## src/hdl/lps_pkg.sv

```systemverilog
// Package for the LED pattern sequencer: item and result types, byte codes,
// and the command/status structs between the controller and the datapath.
// No dependencies.
package lps_pkg;

    typedef struct packed {
        logic       opcode;
        logic [7:0] command;
        logic [7:0] data0;
        logic [7:0] data1;
        logic [7:0] data2;
        logic [7:0] data3;
    } item_t;

    typedef struct packed {
        logic [1:0] action;
        logic [7:0] pixel;
        logic [7:0] red;
        logic [7:0] green;
        logic [7:0] blue;
        logic       last;
    } result_t;

    // Item opcodes.
    localparam logic OP_TICK    = 1'b0;
    localparam logic OP_COMMAND = 1'b1;

    // Item commands: CMD_END ends edit mode, the others act outside edit mode.
    localparam logic [7:0] CMD_END   = 8'h00;
    localparam logic [7:0] CMD_CLEAR = 8'h01;
    localparam logic [7:0] CMD_RUN   = 8'h02;
    localparam logic [7:0] CMD_PAUSE = 8'h03;
    localparam logic [7:0] CMD_EDIT  = 8'h04;

    // Program instruction codes.
    localparam logic [7:0] CODE_END   = 8'h00;
    localparam logic [7:0] CODE_CLEAR = 8'h01;
    localparam logic [7:0] CODE_PIXEL = 8'h02;
    localparam logic [7:0] CODE_DELAY = 8'h03;
    localparam logic [7:0] CODE_FILL  = 8'h04;

    // Result actions.
    localparam logic [1:0] ACT_CLEAR = 2'd0;
    localparam logic [1:0] ACT_PIXEL = 2'd1;
    localparam logic [1:0] ACT_FILL  = 2'd2;

    // Instruction length in bytes; zero for anything that ends the program.
    function automatic logic [2:0] instr_len(input logic [7:0] code);
        logic [2:0] len;
        case (code)
            CODE_CLEAR: len = 3'd1;
            CODE_PIXEL: len = 3'd5;
            CODE_DELAY: len = 3'd2;
            CODE_FILL:  len = 3'd4;
            default:    len = 3'd0;
        endcase
        return len;
    endfunction

    typedef struct packed {
        logic capture;
        logic cur_zero;
        logic cur_from_pos;
        logic cur_inc;
        logic cur_add_len;
        logic pos_clr;
        logic pos_load;
        logic delay_clr;
        logic delay_dec;
        logic delay_load;
        logic code_from_mem;
        logic code_from_item;
        logic cnt_init;
        logic cnt_init_one;
        logic cnt_inc;
        logic op_shift;
        logic mem_wr_zero;
        logic mem_wr_app;
        logic out_load;
        logic out_clear;
        logic out_last;
    } dp_cmd_t;

    typedef struct packed {
        logic       item_opcode;
        logic [7:0] item_code;
        logic [7:0] rd_byte;
        logic       delay_zero;
        logic       delay_one;
        logic       pos_zero;
        logic       cnt_done;
        logic       app_fits;
        logic       out_free;
    } dp_status_t;

endpackage

```

## src/hdl/lps_datapath.sv

```systemverilog
// Datapath of the LED pattern sequencer: program memory, position, delay,
// operand registers and the result register.
// Depends on lps_pkg; driven by lps_controller through dp_cmd_t.
module lps_datapath #(
    parameter int PROGRAM_BYTES = 64
) (
    input  logic                clk,
    input  logic                rst_n,
    input  lps_pkg::item_t      item,
    input  logic                cfg_wr_en,
    input  logic [7:0]          cfg_wr_data,
    input  lps_pkg::dp_cmd_t    cmd,
    output lps_pkg::dp_status_t status,
    output lps_pkg::result_t    result,
    output logic                result_valid,
    input  logic                result_stall
);

    localparam int AW = $clog2(PROGRAM_BYTES);
    localparam int PW = $clog2(PROGRAM_BYTES + 1);
    localparam int CW = PW + 1;
    localparam logic [CW-1:0] DEPTH_C = CW'(PROGRAM_BYTES);
    localparam logic [CW-1:0] LAST_C  = CW'(PROGRAM_BYTES - 1);
    localparam logic [PW-1:0] POS_MAX = PW'(PROGRAM_BYTES);

    lps_pkg::item_t   item_reg;
    lps_pkg::result_t result_reg, result_next;
    logic             result_valid_reg;
    logic [7:0]       pixel_count_reg;
    logic [CW-1:0]    cur_reg, cur_next;
    logic [PW-1:0]    pos_reg, pos_next;
    logic [7:0]       delay_reg, delay_next;
    logic [7:0]       code_reg, code_next;
    logic [2:0]       cnt_reg, cnt_next;
    logic [7:0]       pix_reg, red_reg, green_reg, blue_reg;

    logic [7:0]               mem [PROGRAM_BYTES];
    logic [PROGRAM_BYTES-1:0] valid_reg;
    logic [7:0]               rd_data_reg;
    logic                     rd_ok_reg;
    logic [AW-1:0]            rd_idx, wr_idx;
    logic                     rd_in_range, wr_en;
    logic [7:0]               wr_data, rd_byte;

    assign rd_byte = rd_ok_reg ? rd_data_reg : 8'h00;

    // The read address follows the cursor's next value, so the registered
    // read data always shows the byte under the current cursor.
    always_comb
    begin
        cur_next = cur_reg;
        if (cmd.cur_zero)
            cur_next = '0;
        else if (cmd.cur_from_pos)
            cur_next = {1'b0, pos_reg};
        else if (cmd.cur_inc)
            cur_next = cur_reg + CW'(1);
        else if (cmd.cur_add_len)
            cur_next = cur_reg + CW'(lps_pkg::instr_len(rd_byte));
    end

    assign rd_idx      = cur_next[AW-1:0];
    assign rd_in_range = (cur_next < DEPTH_C);
    assign wr_idx      = cur_reg[AW-1:0];
    assign wr_en       = (cmd.mem_wr_zero || cmd.mem_wr_app) && (cur_reg < DEPTH_C);

    always_comb
    begin
        if (cmd.mem_wr_zero)
            wr_data = lps_pkg::CODE_END;
        else
        begin
            case (cnt_reg)
                3'd0:    wr_data = code_reg;
                3'd1:    wr_data = item_reg.data0;
                3'd2:    wr_data = item_reg.data1;
                3'd3:    wr_data = item_reg.data2;
                default: wr_data = item_reg.data3;
            endcase
        end
    end

    always_ff @(posedge clk)
    begin
        if (wr_en)
            mem[wr_idx] <= wr_data;
        rd_data_reg <= mem[rd_idx];
    end

    always_comb
    begin
        pos_next = pos_reg;
        if (cmd.pos_clr)
            pos_next = '0;
        else if (cmd.pos_load)
            pos_next = (cur_next > DEPTH_C) ? POS_MAX : cur_next[PW-1:0];

        delay_next = delay_reg;
        if (cmd.delay_clr)
            delay_next = 8'h00;
        else if (cmd.delay_dec)
            delay_next = delay_reg - 8'd1;
        else if (cmd.delay_load)
            delay_next = rd_byte;

        code_next = code_reg;
        if (cmd.code_from_mem)
            code_next = rd_byte;
        else if (cmd.code_from_item)
            code_next = item_reg.command;

        cnt_next = cnt_reg;
        if (cmd.cnt_init)
            cnt_next = {2'b00, cmd.cnt_init_one};
        else if (cmd.cnt_inc)
            cnt_next = cnt_reg + 3'd1;
    end

    always_comb
    begin
        result_next = '0;
        result_next.last = cmd.out_last;
        if (!cmd.out_clear)
        begin
            case (code_reg)
                lps_pkg::CODE_PIXEL:
                begin
                    result_next.action = lps_pkg::ACT_PIXEL;
                    result_next.pixel  = pix_reg;
                    result_next.red    = red_reg;
                    result_next.green  = green_reg;
                    result_next.blue   = blue_reg;
                end
                lps_pkg::CODE_FILL:
                begin
                    result_next.action = lps_pkg::ACT_FILL;
                    result_next.pixel  = pixel_count_reg;
                    result_next.red    = red_reg;
                    result_next.green  = green_reg;
                    result_next.blue   = blue_reg;
                end
                default:
                    result_next.action = lps_pkg::ACT_CLEAR;
            endcase
        end
    end

    always_ff @(posedge clk or negedge rst_n)
    begin
        if (!rst_n)
        begin
            valid_reg        <= '0;
            rd_ok_reg        <= 1'b0;
            cur_reg          <= '0;
            pos_reg          <= '0;
            delay_reg        <= 8'h00;
            code_reg         <= 8'h00;
            cnt_reg          <= 3'd0;
            pixel_count_reg  <= 8'h00;
            result_valid_reg <= 1'b0;
        end
        else
        begin
            if (wr_en)
                valid_reg[wr_idx] <= 1'b1;
            rd_ok_reg <= rd_in_range && valid_reg[rd_idx];
            cur_reg   <= cur_next;
            pos_reg   <= pos_next;
            delay_reg <= delay_next;
            code_reg  <= code_next;
            cnt_reg   <= cnt_next;
            if (cfg_wr_en)
                pixel_count_reg <= cfg_wr_data;
            if (cmd.out_load)
                result_valid_reg <= 1'b1;
            else if (!result_stall)
                result_valid_reg <= 1'b0;
        end
    end

    always_ff @(posedge clk)
    begin
        if (cmd.capture)
            item_reg <= item;
        if (cmd.op_shift)
        begin
            pix_reg   <= red_reg;
            red_reg   <= green_reg;
            green_reg <= blue_reg;
            blue_reg  <= rd_byte;
        end
        if (cmd.out_load)
            result_reg <= result_next;
    end

    assign result       = result_reg;
    assign result_valid = result_valid_reg;

    always_comb
    begin
        status.item_opcode = item_reg.opcode;
        status.item_code   = item_reg.command;
        status.rd_byte     = rd_byte;
        status.delay_zero  = (delay_reg == 8'd0);
        status.delay_one   = (delay_reg == 8'd1);
        status.pos_zero    = (pos_reg == '0);
        status.cnt_done    = (cnt_reg == (lps_pkg::instr_len(code_reg) - 3'd1));
        // One byte always stays free for the terminator.
        status.app_fits    = (({1'b0, pos_reg} + CW'(lps_pkg::instr_len(item_reg.command)))
                              <= LAST_C);
        status.out_free    = !result_valid_reg || !result_stall;
    end

`ifndef SYNTHESIS
    a_pos_bound: assert property (@(posedge clk) disable iff (!rst_n)
        pos_reg <= POS_MAX)
        else $error("program position beyond the store");

    a_cnt_bound: assert property (@(posedge clk) disable iff (!rst_n)
        cnt_reg <= 3'd4)
        else $error("byte counter beyond the longest instruction");

    a_clear_blank: assert property (@(posedge clk) disable iff (!rst_n)
        result_valid_reg && result_reg.action == lps_pkg::ACT_CLEAR |->
            result_reg.pixel == 8'd0 && result_reg.red == 8'd0 &&
            result_reg.green == 8'd0 && result_reg.blue == 8'd0)
        else $error("clear result carries pixel or color data");
`endif

endmodule

```

## src/hdl/lps_controller.sv

```systemverilog
// Controller of the LED pattern sequencer: decodes items, walks the program
// and sequences memory reads, writes and result loads.
// Depends on lps_pkg; drives lps_datapath through dp_cmd_t.
module lps_controller (
    input  logic                clk,
    input  logic                rst_n,
    input  logic                item_valid,
    output logic                item_stall,
    input  lps_pkg::dp_status_t status,
    output lps_pkg::dp_cmd_t    cmd
);

    typedef enum logic [1:0] {
        MODE_PAUSED,
        MODE_RUNNING,
        MODE_EDIT
    } mode_t;

    typedef enum logic [3:0] {
        S_IDLE,
        S_DECODE,
        S_T_CODE,
        S_T_OPND,
        S_T_EMIT,
        S_T_DELAY,
        S_T_WRAP,
        S_C_CLEAR,
        S_C_RUN,
        S_C_WALK,
        S_E_TERM,
        S_E_APP
    } state_t;

    state_t state_reg, state_next;
    mode_t  mode_reg, mode_next;
    logic   accept;

    assign item_stall = (state_reg != S_IDLE);
    assign accept     = item_valid && !item_stall;

    always_comb
    begin
        state_next = state_reg;
        mode_next  = mode_reg;
        cmd        = '0;
        case (state_reg)
            S_IDLE:
            begin
                if (accept)
                begin
                    cmd.capture = 1'b1;
                    state_next  = S_DECODE;
                end
            end

            S_DECODE:
            begin
                state_next = S_IDLE;
                if (status.item_opcode == lps_pkg::OP_TICK)
                begin
                    if (mode_reg == MODE_RUNNING)
                    begin
                        if (status.delay_zero)
                        begin
                            cmd.cur_from_pos = 1'b1;
                            state_next       = S_T_CODE;
                        end
                        else
                        begin
                            cmd.delay_dec = 1'b1;
                            if (status.delay_one)
                            begin
                                cmd.cur_from_pos = 1'b1;
                                state_next       = S_T_CODE;
                            end
                        end
                    end
                end
                else if (mode_reg == MODE_EDIT)
                begin
                    if (status.item_code == lps_pkg::CMD_END)
                    begin
                        cmd.cur_from_pos = 1'b1;
                        state_next       = S_E_TERM;
                    end
                    else if (lps_pkg::instr_len(status.item_code) != 3'd0 && status.app_fits)
                    begin
                        cmd.code_from_item = 1'b1;
                        cmd.cur_from_pos   = 1'b1;
                        cmd.cnt_init       = 1'b1;
                        state_next         = S_E_APP;
                    end
                end
                else
                begin
                    case (status.item_code)
                        lps_pkg::CMD_CLEAR:
                        begin
                            mode_next     = MODE_PAUSED;
                            cmd.pos_clr   = 1'b1;
                            cmd.delay_clr = 1'b1;
                            cmd.cur_zero  = 1'b1;
                            state_next    = S_C_CLEAR;
                        end
                        lps_pkg::CMD_RUN:
                        begin
                            if (mode_reg != MODE_RUNNING)
                            begin
                                cmd.cur_zero = 1'b1;
                                state_next   = S_C_RUN;
                            end
                        end
                        lps_pkg::CMD_PAUSE:
                        begin
                            mode_next     = MODE_PAUSED;
                            cmd.delay_clr = 1'b1;
                        end
                        lps_pkg::CMD_EDIT:
                        begin
                            mode_next     = MODE_EDIT;
                            cmd.delay_clr = 1'b1;
                            cmd.cur_zero  = 1'b1;
                            state_next    = S_C_WALK;
                        end
                        default:
                            state_next = S_IDLE;
                    endcase
                end
            end

            S_T_CODE:
            begin
                case (status.rd_byte)
                    lps_pkg::CODE_CLEAR:
                    begin
                        cmd.code_from_mem = 1'b1;
                        cmd.cur_inc       = 1'b1;
                        state_next        = S_T_EMIT;
                    end
                    lps_pkg::CODE_PIXEL, lps_pkg::CODE_FILL:
                    begin
                        cmd.code_from_mem = 1'b1;
                        cmd.cur_inc       = 1'b1;
                        cmd.cnt_init      = 1'b1;
                        cmd.cnt_init_one  = 1'b1;
                        state_next        = S_T_OPND;
                    end
                    lps_pkg::CODE_DELAY:
                    begin
                        cmd.cur_inc = 1'b1;
                        state_next  = S_T_DELAY;
                    end
                    default:
                    begin
                        cmd.pos_clr = 1'b1;
                        state_next  = S_IDLE;
                    end
                endcase
            end

            S_T_OPND:
            begin
                cmd.op_shift = 1'b1;
                cmd.cur_inc  = 1'b1;
                if (status.cnt_done)
                    state_next = S_T_EMIT;
                else
                    cmd.cnt_inc = 1'b1;
            end

            // The byte under the cursor is the next instruction; it tells
            // whether this result is the item's last one.
            S_T_EMIT:
            begin
                if (status.out_free)
                begin
                    cmd.out_load = 1'b1;
                    cmd.out_last = !(status.rd_byte inside
                        {lps_pkg::CODE_CLEAR, lps_pkg::CODE_PIXEL, lps_pkg::CODE_FILL});
                    if (status.rd_byte inside {lps_pkg::CODE_CLEAR, lps_pkg::CODE_PIXEL,
                                               lps_pkg::CODE_DELAY, lps_pkg::CODE_FILL})
                        state_next = S_T_CODE;
                    else
                    begin
                        cmd.pos_clr = 1'b1;
                        state_next  = S_IDLE;
                    end
                end
            end

            S_T_DELAY:
            begin
                cmd.delay_load = 1'b1;
                cmd.cur_inc    = 1'b1;
                state_next     = S_T_WRAP;
            end

            S_T_WRAP:
            begin
                if (status.rd_byte inside {lps_pkg::CODE_CLEAR, lps_pkg::CODE_PIXEL,
                                           lps_pkg::CODE_DELAY, lps_pkg::CODE_FILL})
                    cmd.pos_load = 1'b1;
                else
                    cmd.pos_clr = 1'b1;
                state_next = S_IDLE;
            end

            S_C_CLEAR:
            begin
                if (status.out_free)
                begin
                    cmd.mem_wr_zero = 1'b1;
                    cmd.out_load    = 1'b1;
                    cmd.out_clear   = 1'b1;
                    cmd.out_last    = 1'b1;
                    state_next      = S_IDLE;
                end
            end

            S_C_RUN:
            begin
                if (!status.pos_zero || status.rd_byte != lps_pkg::CODE_END)
                    mode_next = MODE_RUNNING;
                state_next = S_IDLE;
            end

            S_C_WALK:
            begin
                if (lps_pkg::instr_len(status.rd_byte) != 3'd0)
                    cmd.cur_add_len = 1'b1;
                else if (status.out_free)
                begin
                    cmd.pos_load  = 1'b1;
                    cmd.out_load  = 1'b1;
                    cmd.out_clear = 1'b1;
                    cmd.out_last  = 1'b1;
                    state_next    = S_IDLE;
                end
            end

            S_E_TERM:
            begin
                cmd.mem_wr_zero = 1'b1;
                cmd.pos_clr     = 1'b1;
                mode_next       = MODE_PAUSED;
                state_next      = S_IDLE;
            end

            S_E_APP:
            begin
                cmd.mem_wr_app = 1'b1;
                cmd.cur_inc    = 1'b1;
                if (status.cnt_done)
                begin
                    cmd.pos_load = 1'b1;
                    state_next   = S_IDLE;
                end
                else
                    cmd.cnt_inc = 1'b1;
            end

            default:
                state_next = S_IDLE;
        endcase
    end

    always_ff @(posedge clk or negedge rst_n)
    begin
        if (!rst_n)
        begin
            state_reg <= S_IDLE;
            mode_reg  <= MODE_PAUSED;
        end
        else
        begin
            state_reg <= state_next;
            mode_reg  <= mode_next;
        end
    end

`ifndef SYNTHESIS
    a_accept_decode: assert property (@(posedge clk) disable iff (!rst_n)
        accept |=> state_reg == S_DECODE)
        else $error("accepted item not decoded in the next cycle");

    a_load_free: assert property (@(posedge clk) disable iff (!rst_n)
        cmd.out_load |-> status.out_free)
        else $error("result register overwritten while still held");

    a_append_edit: assert property (@(posedge clk) disable iff (!rst_n)
        cmd.mem_wr_app |-> mode_reg == MODE_EDIT)
        else $error("program append outside edit mode");
`endif

endmodule

```

## src/hdl/led_pattern_sequencer_top.sv

```systemverilog
// Top level of the LED pattern sequencer: joins the controller and datapath.
// Depends on lps_pkg, lps_controller and lps_datapath.
//
//   channel   direction  handshake                      payload
//   item      in         item_valid / item_stall        lps_pkg::item_t
//   result    out        result_valid / result_stall    lps_pkg::result_t
//   config    in         cfg_wr_en (no wait)            cfg_wr_data = pixel_count
//
// An item is decoded in the cycle after it is taken. A tick that runs the program
// walks it byte by byte, and emits its results, through the single read port of
// the program memory. An edit walk steps over each stored instruction, and an
// append writes its bytes into the program memory one by one.
// Reset is asynchronous; the program reads as all zero after reset.
// A stalled result holds the block only when the next result is ready to load.
module led_pattern_sequencer_top #(
    parameter int PROGRAM_BYTES = 64
) (
    input  logic             clk,
    input  logic             rst_n,
    input  logic             item_valid,
    output logic             item_stall,
    input  lps_pkg::item_t   item,
    output logic             result_valid,
    input  logic             result_stall,
    output lps_pkg::result_t result,
    input  logic             cfg_wr_en,
    input  logic [7:0]       cfg_wr_data
);

    lps_pkg::dp_cmd_t    cmd;
    lps_pkg::dp_status_t status;

    lps_controller u_ctrl (
        .clk        (clk),
        .rst_n      (rst_n),
        .item_valid (item_valid),
        .item_stall (item_stall),
        .status     (status),
        .cmd        (cmd)
    );

    lps_datapath #(
        .PROGRAM_BYTES (PROGRAM_BYTES)
    ) u_dp (
        .clk          (clk),
        .rst_n        (rst_n),
        .item         (item),
        .cfg_wr_en    (cfg_wr_en),
        .cfg_wr_data  (cfg_wr_data),
        .cmd          (cmd),
        .status       (status),
        .result       (result),
        .result_valid (result_valid),
        .result_stall (result_stall)
    );

endmodule
```

## config.mk

```make
export PLATFORM = sky130hd
export DESIGN_NAME = led_pattern_sequencer_top
export DESIGN_NICKNAME = d
export VERILOG_FILES = /design/src/hdl/lps_pkg.sv /design/src/hdl/lps_datapath.sv /design/src/hdl/lps_controller.sv /design/src/hdl/led_pattern_sequencer_top.sv
export SDC_FILE = /design/constraint.sdc
export NUM_CORES = 1
export LEC_CHECK = 0
export BUFFER_PORTS_ARGS = -buffer_cell sky130_fd_sc_hd__buf_2
export CORE_ASPECT_RATIO = 0.75
export CORE_UTILIZATION = 60
export CTS_BUF_LIST = sky130_fd_sc_hd__clkbuf_16
export CTS_CLUSTER_DIAMETER = 120
export DETAILED_ROUTE_END_ITERATION = 10
export PLACE_DENSITY = 0.77
export SYNTH_ARGS = -nofsm -noshare
export SYNTH_HDL_FRONTEND = slang
export SYNTH_SLANG_ARGS = --single-unit
```

## constraint.sdc

```tcl
create_clock -name clk -period 6.15 [get_ports clk]
set_clock_uncertainty 0.1 [all_clocks]
set_input_delay 1.23 -clock clk [delete_from_list [all_inputs] [get_ports clk]]
set_output_delay 1.23 -clock clk [all_outputs]
set_load 0.1 [all_outputs]
```

==> reports/metrics.csv <==
metric;value;unit
status;finished clean;
ys_seq_elements;742;
required;6.55;ns
drive_gt1_share;15.38;%
coreArea;50460;um^2
cts_hold_buf;0;
wl_per_cell;27.51;um
fmax;170.5;MHz
grt_setup_unrepaired;false;
syn_area_per_cell;13.43;um^2
placed_area;32160;um^2
via_per_inst;6.755;
n_fill_cell;3429;
worstRegToRegCells;17;
initial_core_util;61.15;%
comb_power_share;36.0;%
ant_nets;0;
synth_warnings;0;
num_vias;20970;
cts_made_buffers;70;
p_per_area;507.9;nW/um^2
r2r_start;u_dp.status[19];
fin_tns_setup;0;ns
grt_overflow_total;0;
synthFlopType;edfxtp_1;
hold_class;reg -> reg;
grt_max_degree;74;
syn_nets;2368;
cts_sinks;742;
hold_viol;0;
critPathKind;reg -> reg;
fp.dieH;198.4;um
cp_max_fo;34;
synth_edf_count;620;
area_delta_synth_final;11.42;%
largest_reg_flops;512;
seqPwrFrac;40.2;%
p_int;10720;uW
clk_pin_slew_worst_paths;0.07;ns
ioPinCount;91;
synth_area;30850;um^2
place.gp.congestion;0.9498;
p_leak;0.01264;uW
r2r-end;u_dp.rd_data_reg[1];
async_reset_ff_share;15.36;%
ctsResizeCount;0;
endpoint_kind;register;
stdcell_area;34380;um^2
vdd_drop_max;0.6503;mV
r2r_slack;0.29;ns
wl;85430;um
finalCritPeriodShare;95.35;%
hold_depth;0;
grt_pass1_wl;127100;um
maxSlewViolCount;0;
final_cells;3105;
cts_setup_buffers;0;
clk_latency;0.63;ns
max-slew-margin-rel;22.67;%
min_period;5.864;ns
drt_iter0_drc;3170;
switching_share;38.61;%
setup_viol;0;
whs_endpoint;u_dp.green_reg[2];
root_buffer;clkbuf_16;
maxCapViolCount;0;
rows;71;
drc;0;
start_kind;register;
syn_inst;2297;
nets;2459;
worst_pin_slew;1.156;ns
worst_hold_slack;0.3364;ns
placement.io_buffers;90;
synth-seq-area-share;70.11;%
grt_pass1_vias;20240;
cp.arrival;6.27;ns
synth.distinct_cells;100;
die_area;52340;um^2
hp-start;u_dp.blue_reg[2];
p_clk_share;23.8;%
clockBufferDepth;3;
cts_tree;built;
grt_antenna_before_repair;6;
track_usage;33.05;%
htreeDepth;3;
dp_cells;2973;
dr.pass1.iters;7;
p_switching;6741;uW
dp_hpwl;53880;um
die_w;263.8;um
## Yosys cell counts (9+ instances only)
library cell	count	area, um^2
edfxtp_1	620	18620
nand2_1	353	1325
nor2_1	141	529.3
dfrtp_1	114	2853
nand3_1	109	545.5
and3_1	77	481.7
mux2i_1	69	690.7
buf_2	66	330.3
or2_2	66	412.9
a21oi_1	60	300.3
o21ai_0	53	265.3
clkbuf_1	52	195.2
a32oi_1	44	385.4
a211oi_1	39	292.8
nor3_1	36	180.2
a31oi_1	26	162.7
a311oi_1	24	210.2
inv_1	22	82.58
a2111oi_0	20	175.2
a221oi_1	17	148.9
ha_1	15	187.7
a22o_1	13	113.9
and2_1	13	81.33
buf_4	12	90.09
nand2b_1	12	75.07
o211ai_1	11	82.58
xnor2_1	11	96.34
mux2_2	10	112.6
nor4_1	10	62.56
o31ai_1	9	67.56
## worst max-delay path, cell delays in order, from the launching register on
cell	delay (ns)
edfxtp_1	0.37
or4_4	0.55
or2_0	0.38
nor2_1	0.19
nand3_1	0.15
fa_1	0.43
nand2b_1	0.17
a211oi_1	0.24
a2bb2oi_2	0.14
o21ai_2	0.38
nand3_2	0.44
buf_4	0.45
and3_1	0.25
a2111oi_0	0.58
or4_1	0.20
o211ai_1	0.22
o21bai_1	0.33
o221a_1	0.17
## layer usage
layer | global-route usage (%) | vias to the layer above | share of wire, %
met2 | 46.97 | 1503 | 43
met5 | 0 | - | 0.053
met4 | 11.26 | 6 | 3.0
met1 | 48.61 | 10350 | 40
met3 | 10.21 | 205 | 14
li1 | - | 8909 | -
## final cells by class
class / count / area (um^2) / area share [%]
sequential: 742 / 21630 / 62.92
multi-input combinational: 1388 / 8547 / 24.86
clock buffer: 73 / 1827 / 5.314
timing repair buffer: 159 / 1087 / 3.163
tap: 657 / 822.0 / 2.391
clock inverter: 56 / 345.3 / 1.005
inverter: 27 / 111.4 / 0.3239
antenna: 3 / 7.507 / 0.02184
## how the worst max path moves through the flow
stage,depth (start not counted),startpoint,endpoint,slack [ns]
CTS,18,u_dp.status[19],u_dp.rd_data_reg[2],0.29
floorplan,19,u_dp.status[19],u_dp.rd_ok_reg,1.20
global placement,19,u_dp.status[19],u_dp.rd_data_reg[0],0.40
finish,17,u_dp.status[19],u_dp.rd_data_reg[1],0.29
global route,18,u_dp.status[18],u_dp.rd_ok_reg,0.1
detailed placement,19,u_dp.status[19],u_dp.rd_data_reg[2],0.31
## power by group through the flow
| stage | Combinational, uW | Sequential (uW) | Clock [uW] |
|---|---|---|---|
| after floorplan | 3680 | 7310 | 0 |
| after global placement | 5920 | 7100 | 0 |
| after detailed placement | 6070 | 7120 | 0 |
| after CTS | 6110 | 7010 | 4170 |
| after global routing | 6620 | 7050 | 4340 |
| final | 6280 | 7030 | 4150 |
## layout by cell type, fill, tap and decap left out, drive strengths merged, types with 67 or more instances in the layout
master	count
edfxtp	620
nand2	353
buf	159
nor2	142
dfrtp	114
nand3	109
and3	77
clkbuf	73
mux2i	69
or2	67
## kinds of logic (layout without fill, tap and decap cells)
kind of cell               after synthesis  after routing  synth area share (%)
and+or+nand+nor                        867            867                 13.29
DFF                                    742            742                 70.11
AOI/OAI and AO/OA                      406            406                 9.883
other                                    0              3                     0
adders and majority gates               17             17                0.7381
xor gates and xnor gates                13             13                0.3690
buffers and inverters                  167            315                 2.559
muxes                                   85             85                 3.054
## per-stage QoR
stage                     total power, uW  worst slack, ns  util, %
after floorplan                     10990            1.205        -
after global placement              13020           0.3971    63.74
after detailed placement            13190           0.3064    63.74
after CTS                           17290           0.2891    68.04
after global routing                18010          0.09693    68.13
final                               17460           0.2858    68.13
Power figures use the tool's default switching activity.
